--- config.mk ---
export PLATFORM = sky130hd
export DESIGN_NAME = virtual_timer_pool_flat
export DESIGN_NICKNAME = d
export VERILOG_FILES = /design/src/rtl/vtp_pkg.sv /design/src/rtl/vtp_cmd_if.sv /design/src/rtl/virtual_timer_pool.sv /design/src/flat_wrapper.sv
export SDC_FILE = /design/constraint.sdc
export NUM_CORES = 1
export LEC_CHECK = 0
export ABC_CLOCK_PERIOD_IN_PS = 6700
export BUFFER_PORTS_ARGS = -buffer_cell sky130_fd_sc_hd__buf_4
export CORE_ASPECT_RATIO = 1.75
export CORE_UTILIZATION = 25
export DETAILED_ROUTE_END_ITERATION = 10
export SETUP_SLACK_MARGIN = 0.2
export SLEW_MARGIN = 15
export SYNTH_ARGS = -nofsm -noshare
export SYNTH_HDL_FRONTEND = slang
export SYNTH_SLANG_ARGS = --single-unit
--- constraint.sdc ---
create_clock -name clk_i -period 6.7 [get_ports clk_i]
set_input_delay 1.005 -clock clk_i [delete_from_list [all_inputs] [get_ports clk_i]]
set_output_delay 1.005 -clock clk_i [all_outputs]
set_load 0.03 [all_outputs]
--- src/rtl/vtp_pkg.sv ---
// vtp_pkg: command codes, field widths and sequencer states for the virtual timer pool.
// No dependencies; compiled first.
`default_nettype none

package vtp_pkg;

  localparam int unsigned CMD_W     = 3;
  localparam int unsigned HANDLE_W  = 4;
  localparam int unsigned ELAPSED_W = 16;

  typedef enum logic [CMD_W-1:0] {
    CMD_TICK    = 3'd0,
    CMD_ALLOC   = 3'd1,
    CMD_RESTART = 3'd2,
    CMD_READ    = 3'd3,
    CMD_FREE    = 3'd4
  } cmd_e;

  typedef enum logic [2:0] {
    ST_IDLE,
    ST_SCAN,
    ST_MEM,
    ST_CALC,
    ST_DONE
  } state_e;

endpackage

`default_nettype wire

--- src/rtl/vtp_cmd_if.sv ---
// vtp_cmd_if / vtp_rsp_if: valid/ready channels for commands and responses.
// Depends on vtp_pkg for field widths.
`default_nettype none

interface vtp_cmd_if;
  import vtp_pkg::*;

  logic                valid;
  logic                ready;
  logic [CMD_W-1:0]    cmd;
  logic [HANDLE_W-1:0] handle;

  modport source (output valid, output cmd, output handle, input ready);
  modport sink   (input valid, input cmd, input handle, output ready);
endinterface

interface vtp_rsp_if;
  import vtp_pkg::*;

  logic                 valid;
  logic                 ready;
  logic                 ok;
  logic [HANDLE_W-1:0]  handle_out;
  logic [ELAPSED_W-1:0] elapsed;

  modport source (output valid, output ok, output handle_out, output elapsed, input ready);
  modport sink   (input valid, input ok, input handle_out, input elapsed, output ready);
endinterface

`default_nettype wire

--- src/rtl/virtual_timer_pool.sv ---
// virtual_timer_pool: pool of virtual timers sharing one wrapping tick counter.
// Depends on vtp_pkg and the vtp_cmd_if / vtp_rsp_if interfaces.
`default_nettype none

// A pool of NUM_TIMERS virtual timers that share one wrapping TICK_WIDTH-bit
// tick counter advanced by tick commands. Each command transfer (tick, allocate,
// restart, read elapsed, free) produces exactly one response transfer.
// Allocate hands out the lowest free timer, searching from timer 0; when
// none is free, ok is 0. Read returns the count minus the start count
// recorded by restart, modulo 2^TICK_WIDTH, in the low 16 bits of elapsed.
// Handles at or above NUM_TIMERS are ignored by restart and free, and read
// 0. Codes 5 to 7 change nothing and respond ok=1 with zero fields.
// Timing: one command at a time, with a small sequencer driving one shared
// adder, a one-flag-per-cycle free-timer scan and a start-count memory with
// registered read. Tick, restart, free and unknown codes go through ST_CALC
// and ST_DONE; read goes through ST_MEM, ST_CALC and ST_DONE; allocate goes
// through ST_SCAN, from timer 0 to the first free or the last timer, and then
// ST_DONE. The response sits in an output register, so a new command is taken
// while the previous response still waits.
module virtual_timer_pool #(
  parameter int unsigned NUM_TIMERS = 12,
  parameter int unsigned TICK_WIDTH = 16
) (
  input  wire        clk_i,
  input  wire        rst_ni,
  vtp_cmd_if.sink    cmd_if_i,
  vtp_rsp_if.source  rsp_if_o
);
  import vtp_pkg::*;

  localparam int unsigned IDX_W = (NUM_TIMERS > 1) ? $clog2(NUM_TIMERS) : 1;
  localparam logic [IDX_W-1:0] LAST_IDX = IDX_W'(NUM_TIMERS - 1);

  // sequencer
  state_e state_q, state_d;

  // latched command
  cmd_e             cmd_q;
  logic [IDX_W-1:0] hidx_q;
  logic             in_range_q;

  // timer state
  logic [TICK_WIDTH-1:0] tick_q;
  logic [NUM_TIMERS-1:0] busy_q;
  logic [NUM_TIMERS-1:0] start_vld_q;   // entry written since reset
  logic [TICK_WIDTH-1:0] start_mem [NUM_TIMERS];
  logic [TICK_WIDTH-1:0] rd_data_q;
  logic                  rd_vld_q;

  // free-timer scan
  logic [IDX_W-1:0] scan_q, scan_d;

  // pending result
  logic                 res_ok_q, res_ok_d;
  logic [HANDLE_W-1:0]  res_hout_q, res_hout_d;
  logic [ELAPSED_W-1:0] res_elap_q, res_elap_d;

  // output register
  logic                 out_valid_q;
  logic                 out_ok_q;
  logic [HANDLE_W-1:0]  out_hout_q;
  logic [ELAPSED_W-1:0] out_elap_q;

  // shared adder
  logic [TICK_WIDTH-1:0] alu_a, alu_b, alu_sum;
  logic                  alu_cin;

  // control
  logic                  accept;
  logic                  out_load;
  logic                  tick_we;
  logic                  mem_we;
  logic                  busy_set;
  logic                  busy_clr;
  logic [TICK_WIDTH-1:0] start_val;

  assign accept   = cmd_if_i.valid && cmd_if_i.ready;
  assign out_load = (state_q == ST_DONE) && (!out_valid_q || rsp_if_o.ready);

  assign cmd_if_i.ready = (state_q == ST_IDLE);

  assign rsp_if_o.valid      = out_valid_q;
  assign rsp_if_o.ok         = out_ok_q;
  assign rsp_if_o.handle_out = out_hout_q;
  assign rsp_if_o.elapsed    = out_elap_q;

  // never-written entries read as zero
  assign start_val = rd_vld_q ? rd_data_q : '0;

  assign alu_sum = alu_a + alu_b + TICK_WIDTH'(alu_cin);

  // next state
  always_comb begin
    state_d = state_q;
    case (state_q)
      ST_IDLE: begin
        if (accept) begin
          case (cmd_e'(cmd_if_i.cmd))
            CMD_ALLOC: state_d = ST_SCAN;
            CMD_READ:  state_d = ST_MEM;
            default:   state_d = ST_CALC;
          endcase
        end
      end
      ST_SCAN: begin
        if (!busy_q[scan_q] || scan_q == LAST_IDX) begin
          state_d = ST_DONE;
        end
      end
      ST_MEM:  state_d = ST_CALC;
      ST_CALC: state_d = ST_DONE;
      ST_DONE: begin
        if (out_load) begin
          state_d = ST_IDLE;
        end
      end
      default: state_d = ST_IDLE;
    endcase
  end

  // datapath control
  always_comb begin
    scan_d     = scan_q;
    res_ok_d   = res_ok_q;
    res_hout_d = res_hout_q;
    res_elap_d = res_elap_q;
    alu_a      = tick_q;
    alu_b      = '0;
    alu_cin    = 1'b1;
    tick_we    = 1'b0;
    mem_we     = 1'b0;
    busy_set   = 1'b0;
    busy_clr   = 1'b0;
    case (state_q)
      ST_IDLE: begin
        if (accept) begin
          scan_d     = '0;
          res_ok_d   = 1'b1;
          res_hout_d = '0;
          res_elap_d = '0;
        end
      end
      ST_SCAN: begin
        if (!busy_q[scan_q]) begin
          busy_set   = 1'b1;
          res_hout_d = HANDLE_W'(scan_q);
        end else if (scan_q == LAST_IDX) begin
          res_ok_d = 1'b0;        // pool full
        end else begin
          scan_d = scan_q + 1'b1;
        end
      end
      ST_CALC: begin
        case (cmd_q)
          CMD_TICK: begin
            tick_we = 1'b1;       // tick + 0 + 1
          end
          CMD_RESTART: begin
            mem_we = in_range_q;
          end
          CMD_READ: begin
            alu_b = ~start_val;   // tick - start
            if (in_range_q) begin
              res_elap_d = ELAPSED_W'(alu_sum);
            end
          end
          CMD_FREE: begin
            busy_clr = in_range_q;
          end
          default: ;
        endcase
      end
      default: ;
    endcase
  end

  // control registers
  always_ff @(posedge clk_i or negedge rst_ni) begin
    if (!rst_ni) begin
      state_q     <= ST_IDLE;
      tick_q      <= '0;
      busy_q      <= '0;
      start_vld_q <= '0;
      out_valid_q <= 1'b0;
    end else begin
      state_q <= state_d;
      if (tick_we) begin
        tick_q <= alu_sum;
      end
      if (busy_set) begin
        busy_q[scan_q] <= 1'b1;
      end
      if (busy_clr) begin
        busy_q[hidx_q] <= 1'b0;
      end
      if (mem_we) begin
        start_vld_q[hidx_q] <= 1'b1;
      end
      if (out_load) begin
        out_valid_q <= 1'b1;
      end else if (rsp_if_o.ready) begin
        out_valid_q <= 1'b0;
      end
    end
  end

  // payload registers
  always_ff @(posedge clk_i) begin
    if (accept) begin
      cmd_q      <= cmd_e'(cmd_if_i.cmd);
      hidx_q     <= IDX_W'(cmd_if_i.handle);
      in_range_q <= (7'(cmd_if_i.handle) < 7'(NUM_TIMERS));
    end
    scan_q     <= scan_d;
    res_ok_q   <= res_ok_d;
    res_hout_q <= res_hout_d;
    res_elap_q <= res_elap_d;
    if (out_load) begin
      out_ok_q   <= res_ok_q;
      out_hout_q <= res_hout_q;
      out_elap_q <= res_elap_q;
    end
  end

  // start-count memory, registered read
  always_ff @(posedge clk_i) begin
    if (mem_we) begin
      start_mem[hidx_q] <= tick_q;
    end
    rd_data_q <= start_mem[hidx_q];
    rd_vld_q  <= start_vld_q[hidx_q] && in_range_q;
  end

endmodule

`default_nettype wire

--- src/flat_wrapper.sv ---
// flat-port wrapper written by rule: the top's interface ports become plain ports
module virtual_timer_pool_flat import vtp_pkg::*;
#(
  parameter int unsigned NUM_TIMERS = 12,
  parameter int unsigned TICK_WIDTH = 16
)
  (clk_i, rst_ni, cmd_if_i_valid, cmd_if_i_cmd, cmd_if_i_handle, cmd_if_i_ready, rsp_if_o_valid, rsp_if_o_ok, rsp_if_o_handle_out, rsp_if_o_elapsed, rsp_if_o_ready);
  vtp_cmd_if cmd_if_i_i ();
  vtp_rsp_if rsp_if_o_i ();
  input  wire clk_i;
  input  wire rst_ni;
  input wire logic [$bits(cmd_if_i_i.valid)-1:0] cmd_if_i_valid;
  input wire logic [$bits(cmd_if_i_i.cmd)-1:0] cmd_if_i_cmd;
  input wire logic [$bits(cmd_if_i_i.handle)-1:0] cmd_if_i_handle;
  output wire logic [$bits(cmd_if_i_i.ready)-1:0] cmd_if_i_ready;
  output wire logic [$bits(rsp_if_o_i.valid)-1:0] rsp_if_o_valid;
  output wire logic [$bits(rsp_if_o_i.ok)-1:0] rsp_if_o_ok;
  output wire logic [$bits(rsp_if_o_i.handle_out)-1:0] rsp_if_o_handle_out;
  output wire logic [$bits(rsp_if_o_i.elapsed)-1:0] rsp_if_o_elapsed;
  input wire logic [$bits(rsp_if_o_i.ready)-1:0] rsp_if_o_ready;
  assign cmd_if_i_i.valid = cmd_if_i_valid;
  assign cmd_if_i_i.cmd = cmd_if_i_cmd;
  assign cmd_if_i_i.handle = cmd_if_i_handle;
  assign cmd_if_i_ready = cmd_if_i_i.ready;
  assign rsp_if_o_valid = rsp_if_o_i.valid;
  assign rsp_if_o_ok = rsp_if_o_i.ok;
  assign rsp_if_o_handle_out = rsp_if_o_i.handle_out;
  assign rsp_if_o_elapsed = rsp_if_o_i.elapsed;
  assign rsp_if_o_i.ready = rsp_if_o_ready;
  virtual_timer_pool #(.NUM_TIMERS(NUM_TIMERS), .TICK_WIDTH(TICK_WIDTH)) u_core (.clk_i(clk_i), .rst_ni(rst_ni), .cmd_if_i(cmd_if_i_i), .rsp_if_o(rsp_if_o_i));
endmodule
==> qor.tcl <==
set qor(numClockSinks) 307
set qor(cp_cell_sequence) {nand3b_1 -> buf_4 -> nand4bb_1 -> a21o_1 -> ha_1 -> fa_1 -> nand2b_1 -> a21oi_1 -> a21oi_1 -> o31ai_1 -> xnor2_1 -> nor2_1}
set qor(nNetsFinal) 819
set qor(die_width_um) 169
set qor(timing.critical_path.mode_cell) {sky130_fd_sc_hd__a21oi_1}
set qor(ys_async_sr_fraction) 0.143
set qor(worst_skew_pair.late_latency_ns) 0.55
set qor(track_usage) 0.108
set qor(worst-endpoint-required_ns) 7.00
set qor(synthesis.area_per_instance_um2) 16.5
set qor(outcome) {finished clean}
set qor(detail-route-antenna-nets) 0
set qor(post_synth_instance_area_mm2) 0.0123
set qor(postLayoutSetupSlackWorst_ns) 2.68
set qor(worst_ep_arrival_time_ns) 4.32
set qor(synth_seq_area_share) 0.720
set qor(ctsRootBufferMaster) {sky130_fd_sc_hd__clkbuf_16}
set qor(detail_route.iter0.violations) 458
set qor(cts-buffers-inserted) 24
set qor(path_max_fanout) 21
set qor(yosys.area_share.adder) 0.0210
set qor(synthCells) 742
set qor(routed_wl_mm) 26.4
set qor(grt_setup_unrepaired) {false}
set qor(grt_pass1_vias) 6727
set qor(critPathBufInv) 1
set qor(detailroute.via_count) 6338
set qor(total_core_area_mm2) 0.0486
set qor(post_route_cells_drive_above_1_share) 0.218
set qor(avg_wl_per_cell_um) 18.1
set qor(cts.path.max_buffers) 3
set qor(synth-xor-area-share) 0.0121
set qor(critical-path-slowest-cell) {sky130_fd_sc_hd__nand4bb_1}
set qor(post-route-drc-count) 0
set qor(synth_compound_area_frac) 0.0484
set qor(overflow) 0
set qor(synth_top_flop_cell) {sky130_fd_sc_hd__edfxtp_1}
set qor(cellLeakagePower_nw) 5.23
set qor(slowest_delay_ns) 0.86
set qor(synthToLayoutAreaGrowth_pct) 15.8
set qor(synth.mux.area_fraction) 0.113
set qor(die-height_um) 295
set qor(clk_transition_reported_paths_ns) 0.08
set qor(hp-class) {reg2reg}
set qor(number_of_warnings_printed_during_yosys_synthesis) 0
set qor(final.setup_skew_ns) 0.0216
set qor(end_kind) {flop}
set qor(layout.filler_cells) 4814
set qor(setup_viol_count_final) 0
set qor(largest_net_degree_at_the_start_of_global_routing) 52
set qor(worst_setup_path_start_kind) {flop}
set qor(total_die_area_mm2) 0.0500
set qor(post-place-ws_ns) 2.68
set qor(cts_setup_buffers) 0
set qor(num_rows) 107
set qor(tritoncts) {done}
set qor(power_density_mw_per_mm2) 324
set qor(synth_simple_gate_area_share) 0.0702
set qor(cts_max_level) 1
set qor(io_pins) 34
set qor(rd_place_congestion) 0.924
set qor(max-vdd-ir-drop_mv) 0.161
set qor(synth.distinct_cells) 53
set qor(path_class) {reg2reg}
set qor(ys_seq_elements) 307
set qor(place_hpwl_mm) 17.6
set qor(post_route_clock_period_utilization) 0.599
set qor(timing_worst_slew_pin_value_ns) 1.05
set qor(antenna_found_initial) 0
set qor(detailedRoute.firstPassIterationCount) 6
set qor(postSynthNetCount) 773
set qor(floorplan.initialDensity) 0.252
set qor(period_minus_slack_ns) 4.02
set qor(grt_pass1_wl_mm) 40.3
set qor(synth_top_family_by_area) {multiplexers}
set qor(holdBufCountCts) 0
set qor(route.detailed.vias_per_inst) 4.34
set qor(timing.final.max_slew_violations) 0
set qor(cp_top_family) {simple AND/OR/NAND/NOR gates}
set qor(post_synth_edffs) 246
set qor(count_of_endpoints_failing_hold_in_the_final_timing_report) 0
set qor(timing.max_slew.rel_slack) 0.303
set qor(setup_tns_ns) 0
set qor(port_buffers) 33
set qor(diodes) 0
set qor(fmax_mhz) 249
set qor(post_cts.resized_instances) 0
set qor(max_cap_violations) 0
## cell type report
| type | count | area [µm²] | area share |
|---|---|---|---|
| clock buffers | 29 | 639 | 0.0450 |
| repair buffers | 51 | 383 | 0.0270 |
| flip-flops and latches | 307 | 8830 | 0.622 |
| multi-input cells | 393 | 3290 | 0.232 |
| inverters | 11 | 41.3 | 0.00291 |
| well taps | 654 | 818 | 0.0576 |
| clock inverters | 15 | 196 | 0.0138 |
## kinds of logic (layout without fill, tap and decap cells)
| logic type | Yosys count | count (layout) |
|---|---|---|
| XOR/XNOR | 17 | 17 |
| AND/OR/NAND/NOR | 179 | 179 |
| adder cells (fa/ha/maj) | 20 | 20 |
| multiplexers | 71 | 71 |
| AO/OA/AOI/OAI | 106 | 106 |
| buffers and inverters | 42 | 106 |
| flip-flops | 307 | 307 |
## routing by layer
metal | global-route usage | share of wire | wire length (µm)
met4 | 0.0477 | 0.034 | 895
met1 | 0.110 | 0.36 | 9560
met2 | 0.218 | 0.58 | 15300
met5 | 0 | 0 | 0
met3 | 0.00870 | 0.024 | 637
## through the flow
stage               hold slack, ns  utilization  total power, mW  area (µm²)  std cells
global route                 0.421        0.292             4.77       14200       1460
global placement             0.400        0.275             3.12       13400       1416
floorplan                    0.400            -             2.89       12300        742
finish                       0.420        0.292             4.60       14200       1460
detailed placement           0.405        0.275             3.14       13400       1416
CTS                          0.417        0.292             4.65       14200       1460
## report_power, final
group	switching [mW]	internal, mW
registers	0.128	2.28
clock network	0.676	0.844
logic	0.420	0.249
total	1.22	3.37
## state kept, by name, summed over array words and instances (netlist names), 12 cells and up
| register | cells |
|---|---|
| u_core.busy_q | 12 |
| u_core.res_elap_q | 16 |
| u_core.rsp_if_o.elapsed | 16 |
| u_core.start_mem | 192 |
| u_core.rd_data_q | 16 |
| u_core.alu_a | 16 |
| u_core.start_vld_q | 12 |
## cells in the mapped netlist (all sizes together), types with 4 or more instances
cell | instances | area, µm²
clkbuf | 15 | 56.3
nand2b | 10 | 62.6
inv | 11 | 41.3
buf | 16 | 88.8
a21oi | 43 | 223
mux2i | 17 | 170
nand2 | 57 | 214
mux4 | 54 | 1220
xor2 | 7 | 61.3
o21ai | 42 | 210
xnor2 | 10 | 87.6
nor2 | 68 | 255
edfxtp | 246 | 7390
or2 | 14 | 87.6
dfxtp | 17 | 340
ha | 19 | 238
o31ai | 4 | 30.0
dfrtp | 44 | 1100
a21o | 4 | 30.0
## worst paths after layout
kind                       cells past startpoint                                   end  slack [ns]                                from
max                                           12   u_core.res_elap_q[12]$_SDFFCE_PN0P_        2.68       u_core.state_q[2]$_DFFE_PN0P_
min                                            0  u_core.rsp_if_o.elapsed[1]$_DFFE_PP_        0.42  u_core.res_elap_q[1]$_SDFFCE_PN0P_
max reg2reg                                   12   u_core.res_elap_q[12]$_SDFFCE_PN0P_        2.68       u_core.state_q[2]$_DFFE_PN0P_
min reg2reg                                    0  u_core.rsp_if_o.elapsed[1]$_DFFE_PP_        0.42  u_core.res_elap_q[1]$_SDFFCE_PN0P_
max in group asynchronous                      1           u_core.alu_a[0]$_DFFE_PN0P_        5.75                              rst_ni
min in group asynchronous                      1            u_core.busy_q[1]$_DFF_PN0_        0.49                              rst_ni
## cell usage in the layout, fill, tap and decap left out, types with 4 or more instances in the layout
cell,instances
sky130_fd_sc_hd__nand2_1,57
sky130_fd_sc_hd__or2_2,13
sky130_fd_sc_hd__bufinv_16,4
sky130_fd_sc_hd__o21ai_1,4
sky130_fd_sc_hd__mux4_2,54
sky130_fd_sc_hd__inv_1,10
sky130_fd_sc_hd__a21oi_1,41
sky130_fd_sc_hd__edfxtp_1,246
sky130_fd_sc_hd__a21o_1,4
sky130_fd_sc_hd__nand2b_1,10
sky130_fd_sc_hd__dfxtp_1,17
sky130_fd_sc_hd__o21ai_0,38
sky130_fd_sc_hd__ha_1,19
sky130_fd_sc_hd__buf_4,51
sky130_fd_sc_hd__dfrtp_1,44
sky130_fd_sc_hd__mux2i_1,17
sky130_fd_sc_hd__xor2_1,7
sky130_fd_sc_hd__nor2_1,56
sky130_fd_sc_hd__nor2_2,12
sky130_fd_sc_hd__xnor2_1,10
sky130_fd_sc_hd__clkbuf_16,24
Note: power is estimated with default switching activity, not from simulation.
